`src/hdl/sensorless_bldc_commutator_assert.svh`:
```
// ---------------------------------------------------------------------------
// sensorless bldc commutator assertion macros
// shared concurrent assertion forms, sampled on the rising clock edge and
// disabled while reset is low
// ---------------------------------------------------------------------------
`ifndef SENSORLESS_BLDC_COMMUTATOR_ASSERT_SVH
`define SENSORLESS_BLDC_COMMUTATOR_ASSERT_SVH

// same-cycle implication
`define SBC_ASSERT_IMPLY(label, clk, rst_n, ante, cons, msg) \
    label: assert property (@(posedge clk) disable iff (!(rst_n)) \
        (ante) |-> (cons)) else $error(msg);

// next-cycle implication
`define SBC_ASSERT_NEXT(label, clk, rst_n, ante, cons, msg) \
    label: assert property (@(posedge clk) disable iff (!(rst_n)) \
        (ante) |=> (cons)) else $error(msg);

`endif

```
`src/hdl/sbc_pkg.sv`:
```
// ---------------------------------------------------------------------------
// sbc_pkg
// types, register codes, reset values and commutation tables shared by the
// sensorless bldc commutator
// ---------------------------------------------------------------------------
`default_nettype none

package sbc_pkg;

    // default widths
    localparam int SAMPLE_BITS_DEF = 8;
    localparam int WAIT_BITS_DEF   = 10;

    // configuration port
    localparam int CFG_IDX_W  = 3;
    localparam int CFG_DATA_W = 10;
    localparam int THR_W      = 8;
    localparam int DUTY_W     = 8;
    localparam int PERIOD_W   = 10;

    localparam logic [CFG_IDX_W-1:0] CFG_BEMF_THRESHOLD   = 3'd0;
    localparam logic [CFG_IDX_W-1:0] CFG_ROTATE_DIRECTION = 3'd1;
    localparam logic [CFG_IDX_W-1:0] CFG_STARTUP_DUTY     = 3'd2;
    localparam logic [CFG_IDX_W-1:0] CFG_STARTUP_PERIOD   = 3'd3;
    localparam logic [CFG_IDX_W-1:0] CFG_HANDOVER_PERIOD  = 3'd4;
    localparam logic [CFG_IDX_W-1:0] CFG_PERIOD_DECREMENT = 3'd5;

    // register reset values
    localparam logic [THR_W-1:0]    RST_BEMF_THRESHOLD   = 8'd128;
    localparam logic [1:0]          RST_ROTATE_DIRECTION = 2'd0;
    localparam logic [DUTY_W-1:0]   RST_STARTUP_DUTY     = 8'd30;
    localparam logic [PERIOD_W-1:0] RST_STARTUP_PERIOD   = 10'd200;
    localparam logic [PERIOD_W-1:0] RST_HANDOVER_PERIOD  = 10'd50;
    localparam logic [PERIOD_W-1:0] RST_PERIOD_DECREMENT = 10'd2;

    // rotation codes
    localparam logic [1:0] DIR_FWD  = 2'd0;
    localparam logic [1:0] DIR_REV  = 2'd1;
    localparam logic [1:0] DIR_STOP = 2'd2;

    localparam logic [DUTY_W-1:0] DUTY_FULL = 8'hff;
    localparam logic [2:0]        POS_LAST  = 3'd5;
    localparam logic [1:0]        CHAN_LAST = 2'd2;
    localparam int                NUM_PHASE = 3;

    // command queue between front and back
    localparam int QUEUE_DEPTH = 2;

    typedef enum logic {
        REQ_SAMPLE = 1'b0,
        REQ_STEP   = 1'b1
    } t_req_kind;

    // switch enables per commutation step
    function automatic logic [5:0] gate_for(input logic [2:0] pos);
        logic [5:0] g;
        case (pos)
            3'd0:    g = 6'b001001;
            3'd1:    g = 6'b100001;
            3'd2:    g = 6'b100100;
            3'd3:    g = 6'b000110;
            3'd4:    g = 6'b010010;
            3'd5:    g = 6'b011000;
            default: g = 6'b000000;
        endcase
        return g;
    endfunction

    // back-emf pattern expected per direction and step, all ones never matches
    function automatic logic [7:0] expect_for(input logic [1:0] dir, input logic [2:0] pos);
        logic [7:0] e;
        e = 8'hff;
        if (dir == DIR_FWD) begin
            case (pos)
                3'd0:    e = 8'd6;
                3'd1:    e = 8'd4;
                3'd2:    e = 8'd5;
                3'd3:    e = 8'd1;
                3'd4:    e = 8'd3;
                3'd5:    e = 8'd2;
                default: e = 8'hff;
            endcase
        end else if (dir == DIR_REV) begin
            case (pos)
                3'd0:    e = 8'd2;
                3'd1:    e = 8'd6;
                3'd2:    e = 8'd4;
                3'd3:    e = 8'd5;
                3'd4:    e = 8'd1;
                3'd5:    e = 8'd3;
                default: e = 8'hff;
            endcase
        end
        return e;
    endfunction

    // next commutation step for the direction, stop parks at step zero
    function automatic logic [2:0] advance(input logic [1:0] dir, input logic [2:0] pos);
        logic [2:0] p;
        if (dir == DIR_FWD) begin
            p = (pos >= POS_LAST) ? 3'd0 : pos + 3'd1;
        end else if (dir == DIR_REV) begin
            p = (pos == 3'd0 || pos > POS_LAST) ? POS_LAST : pos - 3'd1;
        end else begin
            p = 3'd0;
        end
        return p;
    endfunction

endpackage

`default_nettype wire

```
`src/hdl/sbc_req_if.sv`:
```
// ---------------------------------------------------------------------------
// sbc_req_if
// input channel: adc sample or open-loop startup step request
// ---------------------------------------------------------------------------
`default_nettype none

interface sbc_req_if #(
    parameter int SAMPLE_BITS = sbc_pkg::SAMPLE_BITS_DEF
);
    logic                   valid;
    logic                   ready;
    logic                   req_type;
    logic [SAMPLE_BITS-1:0] sample;

    modport source (output valid, output req_type, output sample, input ready);
    modport sink   (input valid, input req_type, input sample, output ready);
endinterface

`default_nettype wire

```
`src/hdl/sbc_cmd_if.sv`:
```
// ---------------------------------------------------------------------------
// sbc_cmd_if
// classified command word from the front queue to the back end
// ---------------------------------------------------------------------------
`default_nettype none

interface sbc_cmd_if #(
    parameter int SAMPLE_BITS = sbc_pkg::SAMPLE_BITS_DEF
);
    logic                   valid;
    logic                   ready;
    sbc_pkg::t_req_kind     kind;
    logic [SAMPLE_BITS-1:0] sample;

    modport source (output valid, output kind, output sample, input ready);
    modport sink   (input valid, input kind, input sample, output ready);
endinterface

`default_nettype wire

```
`src/hdl/sbc_rsp_if.sv`:
```
// ---------------------------------------------------------------------------
// sbc_rsp_if
// result channel: gate enables, duty and commutation status
// ---------------------------------------------------------------------------
`default_nettype none

interface sbc_rsp_if #(
    parameter int WAIT_BITS = sbc_pkg::WAIT_BITS_DEF
);
    logic                 valid;
    logic                 ready;
    logic [5:0]           gate_pattern;
    logic [7:0]           duty;
    logic [2:0]           position;
    logic                 closed_loop;
    logic [1:0]           next_channel;
    logic [WAIT_BITS-1:0] step_wait;

    modport source (output valid, output gate_pattern, output duty, output position,
                    output closed_loop, output next_channel, output step_wait,
                    input ready);
    modport sink   (input valid, input gate_pattern, input duty, input position,
                    input closed_loop, input next_channel, input step_wait,
                    output ready);
endinterface

`default_nettype wire

```
`src/hdl/sbc_front.sv`:
```
// ---------------------------------------------------------------------------
// sbc_front
// accepts request words, classifies them and holds them in a two-word queue
// ---------------------------------------------------------------------------
`default_nettype none

`include "sensorless_bldc_commutator_assert.svh"

module sbc_front #(
    parameter int SAMPLE_BITS = sbc_pkg::SAMPLE_BITS_DEF
) (
    input  wire logic  i_clk,
    input  wire logic  i_rst_n,
    sbc_req_if.sink    i_req,
    sbc_cmd_if.source  o_cmd
);
    localparam int PTR_W = $clog2(sbc_pkg::QUEUE_DEPTH);
    localparam int CNT_W = $clog2(sbc_pkg::QUEUE_DEPTH + 1);
    localparam logic [CNT_W-1:0] FULL = CNT_W'(sbc_pkg::QUEUE_DEPTH);

    sbc_pkg::t_req_kind     r_kind [sbc_pkg::QUEUE_DEPTH];
    logic [SAMPLE_BITS-1:0] r_samp [sbc_pkg::QUEUE_DEPTH];
    logic [PTR_W-1:0]       r_wptr, n_wptr;
    logic [PTR_W-1:0]       r_rptr, n_rptr;
    logic [CNT_W-1:0]       r_cnt, n_cnt;
    logic                   push, pop;
    sbc_pkg::t_req_kind     kind;

    // classify the incoming word
    assign kind = i_req.req_type ? sbc_pkg::REQ_STEP : sbc_pkg::REQ_SAMPLE;

    // handshakes
    assign i_req.ready  = (r_cnt != FULL);
    assign push         = i_req.valid && i_req.ready;
    assign o_cmd.valid  = (r_cnt != '0);
    assign pop          = o_cmd.valid && o_cmd.ready;
    assign o_cmd.kind   = r_kind[r_rptr];
    assign o_cmd.sample = r_samp[r_rptr];

    // pointer and fill count
    always_comb begin
        n_wptr = push ? r_wptr + PTR_W'(1) : r_wptr;
        n_rptr = pop  ? r_rptr + PTR_W'(1) : r_rptr;
        n_cnt  = r_cnt + CNT_W'(push) - CNT_W'(pop);
    end

    always_ff @(posedge i_clk) begin
        if (!i_rst_n) begin
            r_wptr <= '0;
            r_rptr <= '0;
            r_cnt  <= '0;
        end else begin
            r_wptr <= n_wptr;
            r_rptr <= n_rptr;
            r_cnt  <= n_cnt;
        end
    end

    // queue storage
    always_ff @(posedge i_clk) begin
        if (push) begin
            r_kind[r_wptr] <= kind;
            r_samp[r_wptr] <= i_req.sample;
        end
    end

    `SBC_ASSERT_IMPLY(a_cnt_range, i_clk, i_rst_n, 1'b1, r_cnt <= FULL, "queue count overflow")
    `SBC_ASSERT_NEXT(a_cnt_track, i_clk, i_rst_n, push && !pop, r_cnt == $past(r_cnt) + CNT_W'(1), "queue count lost a push")

endmodule

`default_nettype wire

```
`src/hdl/sbc_back.sv`:
```
// ---------------------------------------------------------------------------
// sbc_back
// commutation state, configuration registers and result register
// ---------------------------------------------------------------------------
`default_nettype none

`include "sensorless_bldc_commutator_assert.svh"

module sbc_back #(
    parameter int SAMPLE_BITS = sbc_pkg::SAMPLE_BITS_DEF,
    parameter int WAIT_BITS   = sbc_pkg::WAIT_BITS_DEF
) (
    input  wire logic                           i_clk,
    input  wire logic                           i_rst_n,
    input  wire logic                           i_cfg_we,
    input  wire logic [sbc_pkg::CFG_IDX_W-1:0]  i_cfg_index,
    input  wire logic [sbc_pkg::CFG_DATA_W-1:0] i_cfg_data,
    sbc_cmd_if.sink                             i_cmd,
    sbc_rsp_if.source                           o_rsp
);
    // compare widths cover both operands
    localparam int TW = (SAMPLE_BITS > sbc_pkg::THR_W) ? SAMPLE_BITS : sbc_pkg::THR_W;
    localparam int CW = (WAIT_BITS > sbc_pkg::PERIOD_W) ? WAIT_BITS : sbc_pkg::PERIOD_W;

    // configuration registers
    logic [sbc_pkg::THR_W-1:0]    r_thr;
    logic [1:0]                   r_dir;
    logic [sbc_pkg::DUTY_W-1:0]   r_sduty;
    logic [sbc_pkg::PERIOD_W-1:0] r_hover;
    logic [sbc_pkg::PERIOD_W-1:0] r_pdec;

    // commutation state
    logic [1:0]                   r_chan, n_chan;
    logic [SAMPLE_BITS-1:0]       r_samp [sbc_pkg::NUM_PHASE];
    logic [SAMPLE_BITS-1:0]       n_samp [sbc_pkg::NUM_PHASE];
    logic [2:0]                   r_pos, n_pos;
    logic                         r_closed, n_closed;
    logic                         r_speed, n_speed;
    logic [sbc_pkg::DUTY_W-1:0]   r_duty, n_duty;
    logic [WAIT_BITS-1:0]         r_wait, n_wait;

    // result register
    logic                         r_ovalid;
    logic [5:0]                   r_o_gate;
    logic [sbc_pkg::DUTY_W-1:0]   r_o_duty;
    logic [2:0]                   r_o_pos;
    logic                         r_o_closed;
    logic [1:0]                   r_o_chan;
    logic [WAIT_BITS-1:0]         r_o_wait;

    logic                         take;
    logic                         stalled;
    logic [2:0]                   pattern;
    logic [sbc_pkg::DUTY_W:0]     duty_inc;
    logic [CW-1:0]                wait_ext, dec_ext, hover_ext, diff;
    logic [CW-1:0]                cfg_ext;
    logic [WAIT_BITS-1:0]         reset_wait;

    assign i_cmd.ready = !r_ovalid || o_rsp.ready;
    assign take        = i_cmd.valid && i_cmd.ready;
    assign stalled     = r_ovalid && !o_rsp.ready;

    assign wait_ext   = CW'(r_wait);
    assign dec_ext    = CW'(r_pdec);
    assign hover_ext  = CW'(r_hover);
    assign diff       = wait_ext - dec_ext;
    assign duty_inc   = {1'b0, r_duty} + 9'd1;
    assign cfg_ext    = CW'(i_cfg_data);
    assign reset_wait = WAIT_BITS'(CW'(sbc_pkg::RST_STARTUP_PERIOD));

    // next commutation state
    always_comb begin
        n_chan   = r_chan;
        n_pos    = r_pos;
        n_closed = r_closed;
        n_speed  = r_speed;
        n_duty   = r_duty;
        n_wait   = r_wait;
        for (int k = 0; k < sbc_pkg::NUM_PHASE; k++) begin
            n_samp[k] = r_samp[k];
        end
        pattern = '0;

        if (take && i_cmd.kind == sbc_pkg::REQ_SAMPLE) begin
            // fill the phase slot, then check back-emf once the w slot is in
            for (int k = 0; k < sbc_pkg::NUM_PHASE; k++) begin
                if (r_chan == 2'(k)) begin
                    n_samp[k] = i_cmd.sample;
                end
            end
            n_chan = (r_chan >= sbc_pkg::CHAN_LAST) ? 2'd0 : r_chan + 2'd1;
            for (int k = 0; k < sbc_pkg::NUM_PHASE; k++) begin
                pattern[k] = (TW'(n_samp[k]) > TW'(r_thr));
            end
            if (n_chan == 2'd0 && r_dir < sbc_pkg::DIR_STOP && r_speed &&
                sbc_pkg::expect_for(r_dir, r_pos) == 8'(pattern)) begin
                n_pos    = sbc_pkg::advance(r_dir, r_pos);
                n_closed = 1'b1;
                n_duty   = sbc_pkg::DUTY_FULL;
                n_wait   = '0;
            end
        end else if (take && i_cmd.kind == sbc_pkg::REQ_STEP) begin
            if (r_dir >= sbc_pkg::DIR_STOP) begin
                // stop parks the rotor with duty off
                n_pos  = 3'd0;
                n_duty = '0;
            end else if (!r_closed) begin
                // open-loop ramp
                n_duty = (duty_inc < {1'b0, r_sduty}) ? duty_inc[sbc_pkg::DUTY_W-1:0] : r_sduty;
                if (wait_ext >= dec_ext && diff > hover_ext) begin
                    n_wait = diff[WAIT_BITS-1:0];
                end else begin
                    n_wait = hover_ext[WAIT_BITS-1:0];
                end
                if (n_wait == hover_ext[WAIT_BITS-1:0]) begin
                    n_speed = 1'b1;
                end
                n_pos = sbc_pkg::advance(r_dir, r_pos);
            end
        end

        // a new startup period reloads the wait while open loop
        if (i_cfg_we && i_cfg_index == sbc_pkg::CFG_STARTUP_PERIOD && !r_closed) begin
            n_wait = cfg_ext[WAIT_BITS-1:0];
        end
    end

    // configuration write decode
    always_ff @(posedge i_clk) begin
        if (!i_rst_n) begin
            r_thr     <= sbc_pkg::RST_BEMF_THRESHOLD;
            r_dir     <= sbc_pkg::RST_ROTATE_DIRECTION;
            r_sduty   <= sbc_pkg::RST_STARTUP_DUTY;
            r_hover   <= sbc_pkg::RST_HANDOVER_PERIOD;
            r_pdec    <= sbc_pkg::RST_PERIOD_DECREMENT;
        end else if (i_cfg_we) begin
            unique case (i_cfg_index)
                sbc_pkg::CFG_BEMF_THRESHOLD:   r_thr     <= i_cfg_data[sbc_pkg::THR_W-1:0];
                sbc_pkg::CFG_ROTATE_DIRECTION: r_dir     <= i_cfg_data[1:0];
                sbc_pkg::CFG_STARTUP_DUTY:     r_sduty   <= i_cfg_data[sbc_pkg::DUTY_W-1:0];
                // startup period only reloads the wait count
                sbc_pkg::CFG_STARTUP_PERIOD:   ;
                sbc_pkg::CFG_HANDOVER_PERIOD:  r_hover   <= i_cfg_data;
                sbc_pkg::CFG_PERIOD_DECREMENT: r_pdec    <= i_cfg_data;
                default: ;
            endcase
        end
    end

    // state registers
    always_ff @(posedge i_clk) begin
        if (!i_rst_n) begin
            r_chan   <= '0;
            r_pos    <= '0;
            r_closed <= 1'b0;
            r_speed  <= 1'b0;
            r_duty   <= '0;
            r_wait   <= reset_wait;
            for (int k = 0; k < sbc_pkg::NUM_PHASE; k++) begin
                r_samp[k] <= '0;
            end
        end else begin
            r_chan   <= n_chan;
            r_pos    <= n_pos;
            r_closed <= n_closed;
            r_speed  <= n_speed;
            r_duty   <= n_duty;
            r_wait   <= n_wait;
            for (int k = 0; k < sbc_pkg::NUM_PHASE; k++) begin
                r_samp[k] <= n_samp[k];
            end
        end
    end

    // result valid
    always_ff @(posedge i_clk) begin
        if (!i_rst_n) begin
            r_ovalid <= 1'b0;
        end else if (take) begin
            r_ovalid <= 1'b1;
        end else if (o_rsp.ready) begin
            r_ovalid <= 1'b0;
        end
    end

    // result word
    always_ff @(posedge i_clk) begin
        if (take) begin
            r_o_gate   <= sbc_pkg::gate_for(n_pos);
            r_o_duty   <= n_duty;
            r_o_pos    <= n_pos;
            r_o_closed <= n_closed;
            r_o_chan   <= n_chan;
            r_o_wait   <= n_wait;
        end
    end

    assign o_rsp.valid        = r_ovalid;
    assign o_rsp.gate_pattern = r_o_gate;
    assign o_rsp.duty         = r_o_duty;
    assign o_rsp.position     = r_o_pos;
    assign o_rsp.closed_loop  = r_o_closed;
    assign o_rsp.next_channel = r_o_chan;
    assign o_rsp.step_wait    = r_o_wait;

    `SBC_ASSERT_IMPLY(a_pos_range, i_clk, i_rst_n, 1'b1, r_pos <= sbc_pkg::POS_LAST, "bad position")
    `SBC_ASSERT_NEXT(a_closed_sticky, i_clk, i_rst_n, r_closed, r_closed, "closed loop dropped")
    `SBC_ASSERT_IMPLY(a_no_overwrite, i_clk, i_rst_n, stalled, !take, "result word overwritten")

endmodule

`default_nettype wire

```
`src/hdl/sensorless_bldc_commutator.sv`:
```
// ---------------------------------------------------------------------------
// sensorless_bldc_commutator
// six-step sensorless bldc commutation with open-loop startup ramp
// ---------------------------------------------------------------------------
// Takes one request word per clock while the front queue has room and
// returns one result word for each via that queue and the result register.
// A two-word queue in front of the commutation logic and a result register
// behind it let input and output stall independently; all state updates for
// one word are made together when the back end takes it, so the sustained
// rate is one word per cycle unless the result side stalls. Configuration
// writes are taken on any cycle with i_cfg_we high and must be issued only
// while no word is in flight. No clearing pass is needed after reset.
`default_nettype none

module sensorless_bldc_commutator #(
    parameter int SAMPLE_BITS = sbc_pkg::SAMPLE_BITS_DEF,
    parameter int WAIT_BITS   = sbc_pkg::WAIT_BITS_DEF
) (
    input  wire logic                           i_clk,
    input  wire logic                           i_rst_n,
    input  wire logic                           i_cfg_we,
    input  wire logic [sbc_pkg::CFG_IDX_W-1:0]  i_cfg_index,
    input  wire logic [sbc_pkg::CFG_DATA_W-1:0] i_cfg_data,
    sbc_req_if.sink                             i_req,
    sbc_rsp_if.source                           o_rsp
);
    // classified command words between front and back
    sbc_cmd_if #(.SAMPLE_BITS(SAMPLE_BITS)) cmd ();

    sbc_front #(
        .SAMPLE_BITS (SAMPLE_BITS)
    ) u_front (
        .i_clk   (i_clk),
        .i_rst_n (i_rst_n),
        .i_req   (i_req),
        .o_cmd   (cmd)
    );

    sbc_back #(
        .SAMPLE_BITS (SAMPLE_BITS),
        .WAIT_BITS   (WAIT_BITS)
    ) u_back (
        .i_clk       (i_clk),
        .i_rst_n     (i_rst_n),
        .i_cfg_we    (i_cfg_we),
        .i_cfg_index (i_cfg_index),
        .i_cfg_data  (i_cfg_data),
        .i_cmd       (cmd),
        .o_rsp       (o_rsp)
    );

endmodule

`default_nettype wire
```
`src/flat_wrapper.sv`:
```
// flat-port wrapper written by rule: the top's interface ports become plain ports
module sensorless_bldc_commutator_flat 
#(
    parameter int SAMPLE_BITS = sbc_pkg::SAMPLE_BITS_DEF,
    parameter int WAIT_BITS   = sbc_pkg::WAIT_BITS_DEF
)
  (i_clk, i_rst_n, i_cfg_we, i_cfg_index, i_cfg_data, i_req_valid, i_req_req_type, i_req_sample, i_req_ready, o_rsp_valid, o_rsp_gate_pattern, o_rsp_duty, o_rsp_position, o_rsp_closed_loop, o_rsp_next_channel, o_rsp_step_wait, o_rsp_ready);
  sbc_req_if #(.SAMPLE_BITS(SAMPLE_BITS)) i_req_i ();
  sbc_rsp_if #(.WAIT_BITS(WAIT_BITS)) o_rsp_i ();
  input  wire logic i_clk;
  input  wire logic i_rst_n;
  input  wire logic i_cfg_we;
  input  wire logic [sbc_pkg::CFG_IDX_W-1:0] i_cfg_index;
  input  wire logic [sbc_pkg::CFG_DATA_W-1:0] i_cfg_data;
  input wire logic [$bits(i_req_i.valid)-1:0] i_req_valid;
  input wire logic [$bits(i_req_i.req_type)-1:0] i_req_req_type;
  input wire logic [$bits(i_req_i.sample)-1:0] i_req_sample;
  output wire logic [$bits(i_req_i.ready)-1:0] i_req_ready;
  output wire logic [$bits(o_rsp_i.valid)-1:0] o_rsp_valid;
  output wire logic [$bits(o_rsp_i.gate_pattern)-1:0] o_rsp_gate_pattern;
  output wire logic [$bits(o_rsp_i.duty)-1:0] o_rsp_duty;
  output wire logic [$bits(o_rsp_i.position)-1:0] o_rsp_position;
  output wire logic [$bits(o_rsp_i.closed_loop)-1:0] o_rsp_closed_loop;
  output wire logic [$bits(o_rsp_i.next_channel)-1:0] o_rsp_next_channel;
  output wire logic [$bits(o_rsp_i.step_wait)-1:0] o_rsp_step_wait;
  input wire logic [$bits(o_rsp_i.ready)-1:0] o_rsp_ready;
  assign i_req_i.valid = i_req_valid;
  assign i_req_i.req_type = i_req_req_type;
  assign i_req_i.sample = i_req_sample;
  assign i_req_ready = i_req_i.ready;
  assign o_rsp_valid = o_rsp_i.valid;
  assign o_rsp_gate_pattern = o_rsp_i.gate_pattern;
  assign o_rsp_duty = o_rsp_i.duty;
  assign o_rsp_position = o_rsp_i.position;
  assign o_rsp_closed_loop = o_rsp_i.closed_loop;
  assign o_rsp_next_channel = o_rsp_i.next_channel;
  assign o_rsp_step_wait = o_rsp_i.step_wait;
  assign o_rsp_i.ready = o_rsp_ready;
  sensorless_bldc_commutator #(.SAMPLE_BITS(SAMPLE_BITS), .WAIT_BITS(WAIT_BITS)) u_core (.i_clk(i_clk), .i_rst_n(i_rst_n), .i_cfg_we(i_cfg_we), .i_cfg_index(i_cfg_index), .i_cfg_data(i_cfg_data), .i_req(i_req_i), .o_rsp(o_rsp_i));
endmodule
```
`config.mk`:
```
export PLATFORM = sky130hd
export DESIGN_NAME = sensorless_bldc_commutator_flat
export DESIGN_NICKNAME = d
export VERILOG_FILES = /design/src/hdl/sbc_pkg.sv /design/src/hdl/sbc_req_if.sv /design/src/hdl/sbc_cmd_if.sv /design/src/hdl/sbc_rsp_if.sv /design/src/hdl/sbc_front.sv /design/src/hdl/sbc_back.sv /design/src/hdl/sensorless_bldc_commutator.sv /design/src/flat_wrapper.sv
export VERILOG_INCLUDE_DIRS = /design/src /design/src/hdl
export SDC_FILE = /design/constraint.sdc
export NUM_CORES = 1
export LEC_CHECK = 0
export ABC_AREA = 1
export BUFFER_PORTS_ARGS = -buffer_cell sky130_fd_sc_hd__buf_2
export CAP_MARGIN = 20
export CORE_ASPECT_RATIO = 1.25
export CORE_MARGIN = 2
export CORE_UTILIZATION = 40
export DETAILED_ROUTE_END_ITERATION = 10
export GPL_ROUTABILITY_DRIVEN = 0
export SLEW_MARGIN = 40
export SYNTH_ARGS = -nofsm -noshare
export SYNTH_HDL_FRONTEND = slang
export SYNTH_HIERARCHICAL = 1
export SYNTH_SLANG_ARGS = --single-unit
```
`constraint.sdc`:
```
create_clock -name i_clk -period 4.2 [get_ports i_clk]
set_input_delay 0.21 -clock i_clk [delete_from_list [all_inputs] [get_ports i_clk]]
set_output_delay 0.21 -clock i_clk [all_outputs]
set_load 0.1 [all_outputs]
```
# --- Word-level counts from Yosys, hierarchy flattened ---
# Memories as Yosys holds them, arrays and structs flattened. A register that Yosys moved wholly into a read port is not among the register bits.
# Index checks and enable logic that the tools add are counted.
classes:
  n_addsub: 9
  n_lt_le_gt_ge: 11
  eq_ne: 21
  n_mux: 57
  bitwise_logic: 7
  n_reduce_logical: 28
ops:
  columns: ["op", "n"]
  rows:
  - ["$mux W8", 18]
  - ["$mux W10", 11]
  - ["$pmux W8 S6", 2]
  - ["$pmux W6 S6", 1]
  - ["$mux W3", 9]
  - ["$gt A8 B8 Y1", 3]
  - ["$mux W24", 1]
  - ["$eq A3 B2 Y1 const B", 6]
  - ["$eq A3 B3 Y1 const B", 6]
  - ["$mux W1", 13]
  - ["$eq A10 B10 Y1", 1]
  - ["$ge A10 B10 Y1", 1]
  - ["$gt A10 B10 Y1", 1]
  - ["$logic_and A1 B1 Y1", 10]
  - ["$reduce_and A2 Y1", 5]
  - ["$sub A10 B10 Y10", 1]
  - ["$add A8 B1 Y9 const B", 1]
  - ["$eq A3 B1 Y1 const B", 3]
  - ["$logic_not A3 Y1", 3]
  - ["$lt A9 B8 Y1", 1]
  - ["$eq A8 B3 Y1", 1]
  - ["$logic_not A2 Y1", 3]
  - ["$reduce_and A5 Y1", 1]
  - ["$eq A2 B1 Y1 const B", 2]
  - ["18 further kinds", 29]
totals:
  reg_bits: 98
  mem_bits_rw: 42
  in_bits: 27
  wordCells: 157
  memories: 3
mem_list:
  columns: ["memory", "depth", "word_bits", "read_ports", "rd_clocked_by_memory_dff", "wr", "line_no", "source"]
  rows:
  - ["u_core.u_back.r_samp", 3, 8, 3, 0, 3, "sbc_back.sv:34", "logic [SAMPLE_BITS-1:0] r_samp [sbc_pkg::NUM_PHASE];"]
  - ["u_core.u_front.r_samp", 2, 8, 1, 1, 1, "sbc_front.sv:22", "logic [SAMPLE_BITS-1:0] r_samp [sbc_pkg::QUEUE_DEPTH];"]
  - ["u_core.u_front.r_kind", 2, 1, 1, 1, 1, "sbc_front.sv:21", "sbc_pkg::t_req_kind r_kind [sbc_pkg::QUEUE_DEPTH];"]

# --- Depth between registers and ports, before layout ---
depth:
  word_depth: 13
  ltp_mapped: 27
  depth_no_buf: 26

# --- Modules after synthesis ---
# The synthesis kept the hierarchy.
modules_own_cells:
  columns: ["module", "instances", "cells_per_inst", "area_per_inst_um2", "seq_area_each_um2"]
  rows:
  - ["sbc_back", 1, 1036, 7553.5, 2662.6]
  - ["sbc_front", 1, 64, 904.6, 640.6]

# --- Worst setup path after synthesis ---
# OpenSTA, ideal clock, no wires.
synth_timing:
  path_type: "reg2reg"
  startpoint: "register u_core.u_back.r_wait[0]"
  endpoint: "register u_core.u_back.r_o_wait[8], in the netlist u_core/u_back/o_rsp.step_wait[8], data pin"
  arrival_ps: 2817
  t_required_ps: 3944
  slack_ps: 1127
  path_stages_with_launch: 26
  synth_period_minus_slack_ps: 3073
  cell_sequence: "dfxtp_1 > inv_1 > ha_1 > inv_1 > fa_1 > nand3_1 > nand3_1 > nand2_1 > nand3_1 > nand2_1 > inv_1 > ha_1 > nand2_1 > nor2_2 > nand3_1 > nand3_1 > nand2_1 > inv_2 > nand2_4 > buf_6 > nand2_1 > o21ai_1 > o21ai_1 > nand3_1 > o21ai_1 > inv_1"
synth_via:
  elab_chain_len: 13
synth_lines:
  columns: ["element", "line_no", "source"]
  rows:
  - ["from (decl)", "sbc_back.sv:40", "logic [WAIT_BITS-1:0] r_wait, n_wait;"]
  - ["from (signal assigned)", "sbc_back.sv:158", "r_wait <= reset_wait;"]
  - ["from (signal assigned)", "sbc_back.sv:168", "r_wait <= n_wait;"]
  - ["$sub A10 B10 Y10", "sbc_back.sv:66", "assign diff = wait_ext - dec_ext;"]
  - ["$gt A10 B10 Y1", "sbc_back.sv:110", "if (wait_ext >= dec_ext && diff > hover_ext) begin"]
  - ["$logic_and A1 B1 Y1", "sbc_back.sv:110", null]
  - ["$mux W10 *", "sbc_back.sv:110", null]
  - ["$mux W10 *", "sbc_back.sv:107", "end else if (!r_closed) begin"]
  - ["$mux W10 *", "sbc_back.sv:103", "if (r_dir >= sbc_pkg::DIR_STOP) begin"]
  - ["$mux W10 *", "sbc_back.sv:102", "end else if (take && i_cmd.kind == sbc_pkg::REQ_STEP) begin"]
  - ["$mux W10 *", "sbc_back.sv:84", "if (take && i_cmd.kind == sbc_pkg::REQ_SAMPLE) begin"]
  - ["$mux W10 *", "sbc_back.sv:107", null]
  - ["$mux W10 *", "sbc_back.sv:103", null]
  - ["$mux W10 *", "sbc_back.sv:102", null]
  - ["$mux W10 *", "sbc_back.sv:84", null]
  - ["$mux W10 *", "sbc_back.sv:123", "if (i_cfg_we && i_cfg_index == sbc_pkg::CFG_STARTUP_PERIOD && !r_closed) begin"]
  - ["via u_core.u_back.n_wait[8]", "sbc_back.sv:40", null]
  - ["to (signal assigned)", "sbc_back.sv:194", "r_o_wait <= n_wait;"]
  - ["to (decl)", "sbc_back.sv:49", "logic [WAIT_BITS-1:0] r_o_wait;"]
# The timed path passes the listed nets; every way through them passes the cells marked *. The select of a mux whose other input is x is not followed.
# A chain may end at the register's enable or synchronous reset.

# --- Worst setup path after layout ---
layout_timing:
  startpoint: "register u_core.u_back.r_wait[0]"
  endpoint: "register u_core.u_back.r_o_wait[0], in the netlist u_core/u_back/o_rsp.step_wait[0], data pin"
layout_via:
  elab_chain_len: 13
layout_lines:
  columns: ["element", "line_no"]
  rows:
  - ["$sub A10 B10 Y10", "sbc_back.sv:66"]
  - ["$gt A10 B10 Y1", "sbc_back.sv:110"]
  - ["$logic_and A1 B1 Y1", "sbc_back.sv:110"]
  - ["$mux W10", "sbc_back.sv:110"]
  - ["$mux W10", "sbc_back.sv:107"]
  - ["$mux W10", "sbc_back.sv:103"]
  - ["$mux W10", "sbc_back.sv:102"]
  - ["$mux W10", "sbc_back.sv:84"]
  - ["$mux W10", "sbc_back.sv:107"]
  - ["$mux W10", "sbc_back.sv:103"]
  - ["$mux W10", "sbc_back.sv:102"]
  - ["$mux W10 *", "sbc_back.sv:84"]
  - ["$mux W10 *", "sbc_back.sv:123"]
  - ["via u_core.u_back.n_wait[0]", "sbc_back.sv:40"]
# Marked as above.

==> impl_metrics.csv <==
group,metric,value,unit
synthesis,synthCells,1100,
synthesis,muxShareOfSynthArea,1.20,%
synthesis,synth-xor-area-share,0.932,%
drt,ant_nets,0,
setup_path,worstSetupStartpointType,"register",
die,die_y,167,um
synthesis,seq_area_frac_synth,39.1,%
finish,drive_gt1_share,15.0,%
place,io_buffer_count,58,
finish,nNetsFinal,1244,
setup_path,endpoint,"u_core/u_back/o_rsp.step_wait[0]$_DFFE_PP_",
synthesis,syn_area,8460,um2
setup_path,crit_path_end_kind,"register",
timing,finalCriticalPeriod,3.74,ns
grt,grt.overflow.total,0,
setup_path,cpPeakStageDelay,0.45,ns
die,ioPinCount,59,
timing,setup_tns,0,ns
timing,worst_slew_pin_slew,0.711,ns
pwr,vdd_drop_max,0.514,mV
timing,max_clock_freq,268,MHz
clock_tree,cts_root_buf,"clkbuf_16",
synthesis,syn_area_per_cell,7.69,um2
drt,vias,7367,
grt,grt_max_degree,67,
clock_tree,cts_buffers,17,
clock_tree,clkSinkCount,141,
timing,slew_headroom,52.4,%
setup_path,reg2regPathDepth,21,
place,dp.cells,1403,
synthesis,synth-edff-count,48,
clock_tree,cts.clk_slew.worst_paths,0.07,ns
die,initial_core_util,40.6,%
finish,antenna_cells,0,
timing,slew_viol_final,0,
die,row_count,59,
synthesis,synth_top_family_by_area,"simple AND/OR/NAND/NOR gates",
setup_path,r2r-start,"u_core/u_back/r_wait[0]$_SDFF_PN0_",
status,status,"finished, final reports clean",
place,dp_hpwl,15.9,mm
die,die_w,134,um
min_path,holdCritPathClass,"in2reg",
clock_tree,h-tree-depth,4,
finish,layout.cells.most_common,"nand2_1",
timing,finalSetupViolCount,0,
timing,fin_crit_sh,89.0,%
place,place_area,8940,um2
clock_tree,cts.path.max_buffers,2,
setup_path,critPathKind,"reg2reg",
timing,finClkSkew,0.00956,ns
setup_path,path_depth,21,
clock_tree,cts_tree,"built",
timing,hold_violations,0,
die,core-area,20800,um2
drt,firstDrtPassIters,4,
drt,drc,0,
grt,grt_pass1_vias,7081,
setup_path,critPathRequiredTime,4.39,ns
pwr,p_sw_share,53.0,%
drt,routedWlPerCell,15.1,um
grt,grt_antenna_before_repair,0,
setup_path,cpMostUsedCell,"nand3_1",
pwr,p_int,4020,uW
pwr,seq_power_share,24.6,%
setup_path,cp_max_fo,20,
setup_path,reg2reg_to,"u_core/u_back/o_rsp.step_wait[0]$_DFFE_PP_",
synthesis,synth-adder-area-share,8.96,%
min_path,hold_depth,4,
synthesis,async_flop_share,0,%
drt,via_per_inst,5.10,
synthesis,synthFlopType,"dfxtp_1",
setup_path,crit_path_start,"u_core/u_back/r_wait[0]$_SDFF_PN0_",
pwr,p_leak,0.00451,uW
setup_path,r2r_setup_slack,0.46,ns
synthesis,synth_nets,1187,
grt,grt.total_usage,20.1,%
synthesis,ys_seq_elements,141,
clock_tree,clock_latency,0.43,ns
drt,drt_wl_total,21.8,mm
synthesis,yosys_warnings,6,
setup_path,arrival,3.93,ns
pwr,p_per_area,890,nW/um2
synthesis,synth-compound-area-share,14.3,%
setup_path,crit_buf_inv,4,
setup_path,path_delay_family,"simple AND/OR/NAND/NOR gates",
finish,area_growth,13.5,%
grt,grt_pass1_wl,35.4,mm
setup_path,crit_slowest_cell,"xor2_1",
flow_run,drv_cap,0,
pwr,power_switching,4530,uW
synthesis,yosys.area_share.simple,26.2,%
synthesis,synthDistinctLibCells,48,
timing,rsz0062_at_grt,"no",
finish,final_cell_mix,"nand2_1, inv_1, nor2_1",
pwr,p_comb_share,58.4,%
finish,final_cell_area,9600,um2
setup_path,path_cells,"inv_1 -> ha_1 -> inv_1 -> fa_1 -> nand3_1 -> nand3_1 -> xor2_1 -> ha_1 -> nand2_1 -> nor2_1 -> nand3_1 -> nand3_1 -> nand2_1 -> inv_2 -> nand2_4 -> nand2_1 -> o21ai_1 -> o21ai_1 -> nand3_1 -> o21ai_2 -> inv_1",
finish,final_cells,1444,
die,dieArea,22300,um2
pwr,pwr-share-clk,17.0,%
drt,detail_route.iter0.violations,403,
## layout make-up
class                   instances  area [um2]
clock buffers                  17         425
clock inverters                15         144
fillers                      2092       11200
inverters                     157         593
multi-input cells             767        4370
flip-flops and latches        141        3300
well taps                     274         343
repair buffers                 73         425
## worst min path at each step
| stage | start | to | slack, ns |
|---|---|---|---|
| finish | o_rsp_ready | u_core/u_back/o_rsp.valid$_SDFFE_PN0P_ | 0.10 |
| global route | o_rsp_ready | u_core/u_back/o_rsp.valid$_SDFFE_PN0P_ | 0.10 |
| CTS | o_rsp_ready | u_core/u_back/o_rsp.valid$_SDFFE_PN0P_ | 0.08 |
| detailed placement | i_req_sample[7] | u_core/u_front/r_samp[0][7]$_DFFE_PP_ | 0.40 |
| global placement | i_req_req_type | u_core/u_front/r_kind[0]$_DFFE_PP_ | 0.40 |
| floorplan | i_rst_n | u_core/u_front/r_cnt[0]$_SDFF_PN0_ | 0.30 |
## through the flow
step	util (%)	total power (uW)	setup WS (ns)	hold WS (ns)
6_report	46.1	8540	0.463	0.101
5_1_grt	46.1	9230	0.129	0.103
4_1_cts	46.1	8580	0.516	0.0820
3_5_place_dp	42.9	7090	0.530	0.401
3_3_place_gp	42.9	7050	0.631	0.397
2_1_floorplan	-	6210	1.13	0.303
## state kept, by name, indices dropped and copies added (netlist names), 3 cells and up, named ones only
register,count
u_core/u_back/r_samp,24
u_core/u_front/r_samp,16
u_core/u_back/dec_ext,10
u_core/u_back/hover_ext,10
u_core/u_back/o_rsp.step_wait,10
u_core/u_back/r_wait,10
u_core/u_back/o_rsp.duty,8
u_core/u_back/r_duty,8
u_core/u_back/r_sduty,8
u_core/u_back/r_thr,8
u_core/u_back/o_rsp.gate_pattern,6
u_core/u_back/o_rsp.position,3
u_core/u_back/r_pos,3
## worst reg2reg max path: stages, from the launching register on
cell and delay (ns):
dfxtp_1 0.31, inv_1 0.07, ha_1 0.15, inv_1 0.10, fa_1 0.44, nand3_1 0.10
nand3_1 0.14, xor2_1 0.45, ha_1 0.20, nand2_1 0.06, nor2_1 0.15, nand3_1 0.09
nand3_1 0.09, nand2_1 0.08, inv_2 0.23, nand2_4 0.22, nand2_1 0.12, o21ai_1 0.07
o21ai_1 0.15, nand3_1 0.11, o21ai_2 0.12, inv_1 0.05
## cell usage after synthesis (8+ instances only)
library cell	count	area [um2]
a211oi_1	9	67.6
a21oi_1	63	315
clkbuf_1	22	82.6
dfxtp_1	93	1860
edfxtp_1	48	1440
ha_1	59	738
inv_1	142	533
inv_2	11	41.3
nand2_1	227	852
nand2_4	9	101
nand3_1	61	305
nand4_1	22	138
nor2_1	122	458
o211ai_1	9	67.6
o21ai_0	79	395
o21ai_1	20	100
o21ai_2	11	96.3
xor2_1	8	70.1
## routing by layer
layer,part of all wire (%),track usage [%],wire (um),vias to the layer above
li1,-,-,-,3747
met1,44,24.5,9570,3397
met2,48,34.1,10500,170
met3,4.0,3.74,880,53
met4,3.7,9.52,801,0
met5,0,0,0,-
## cell families after synthesis
| family | Yosys count |
|---|---|
| xor+xnor | 9 |
| mux | 9 |
| flops | 141 |
| compound gates | 210 |
| buf+inv | 192 |
| simple gates | 479 |
| fa+ha+maj | 60 |
## power groups by stage
stage	clock network (uW)	registers, uW	logic [uW]
floorplan	0	3110	3100
finish	1450	2100	4990
global route	1560	2140	5540
CTS	1490	2110	4980
detailed placement	0	2130	4960
global placement	0	2130	4920
## repair_timing
action,in CTS,in global routing
setup buffers,0,0
hold buffers,9,0
setup endpoints to repair,0,0
resized for setup,0,0
endpoints found under the hold margin,18,0
No activity file was read; power rests on OpenSTA's default activity.
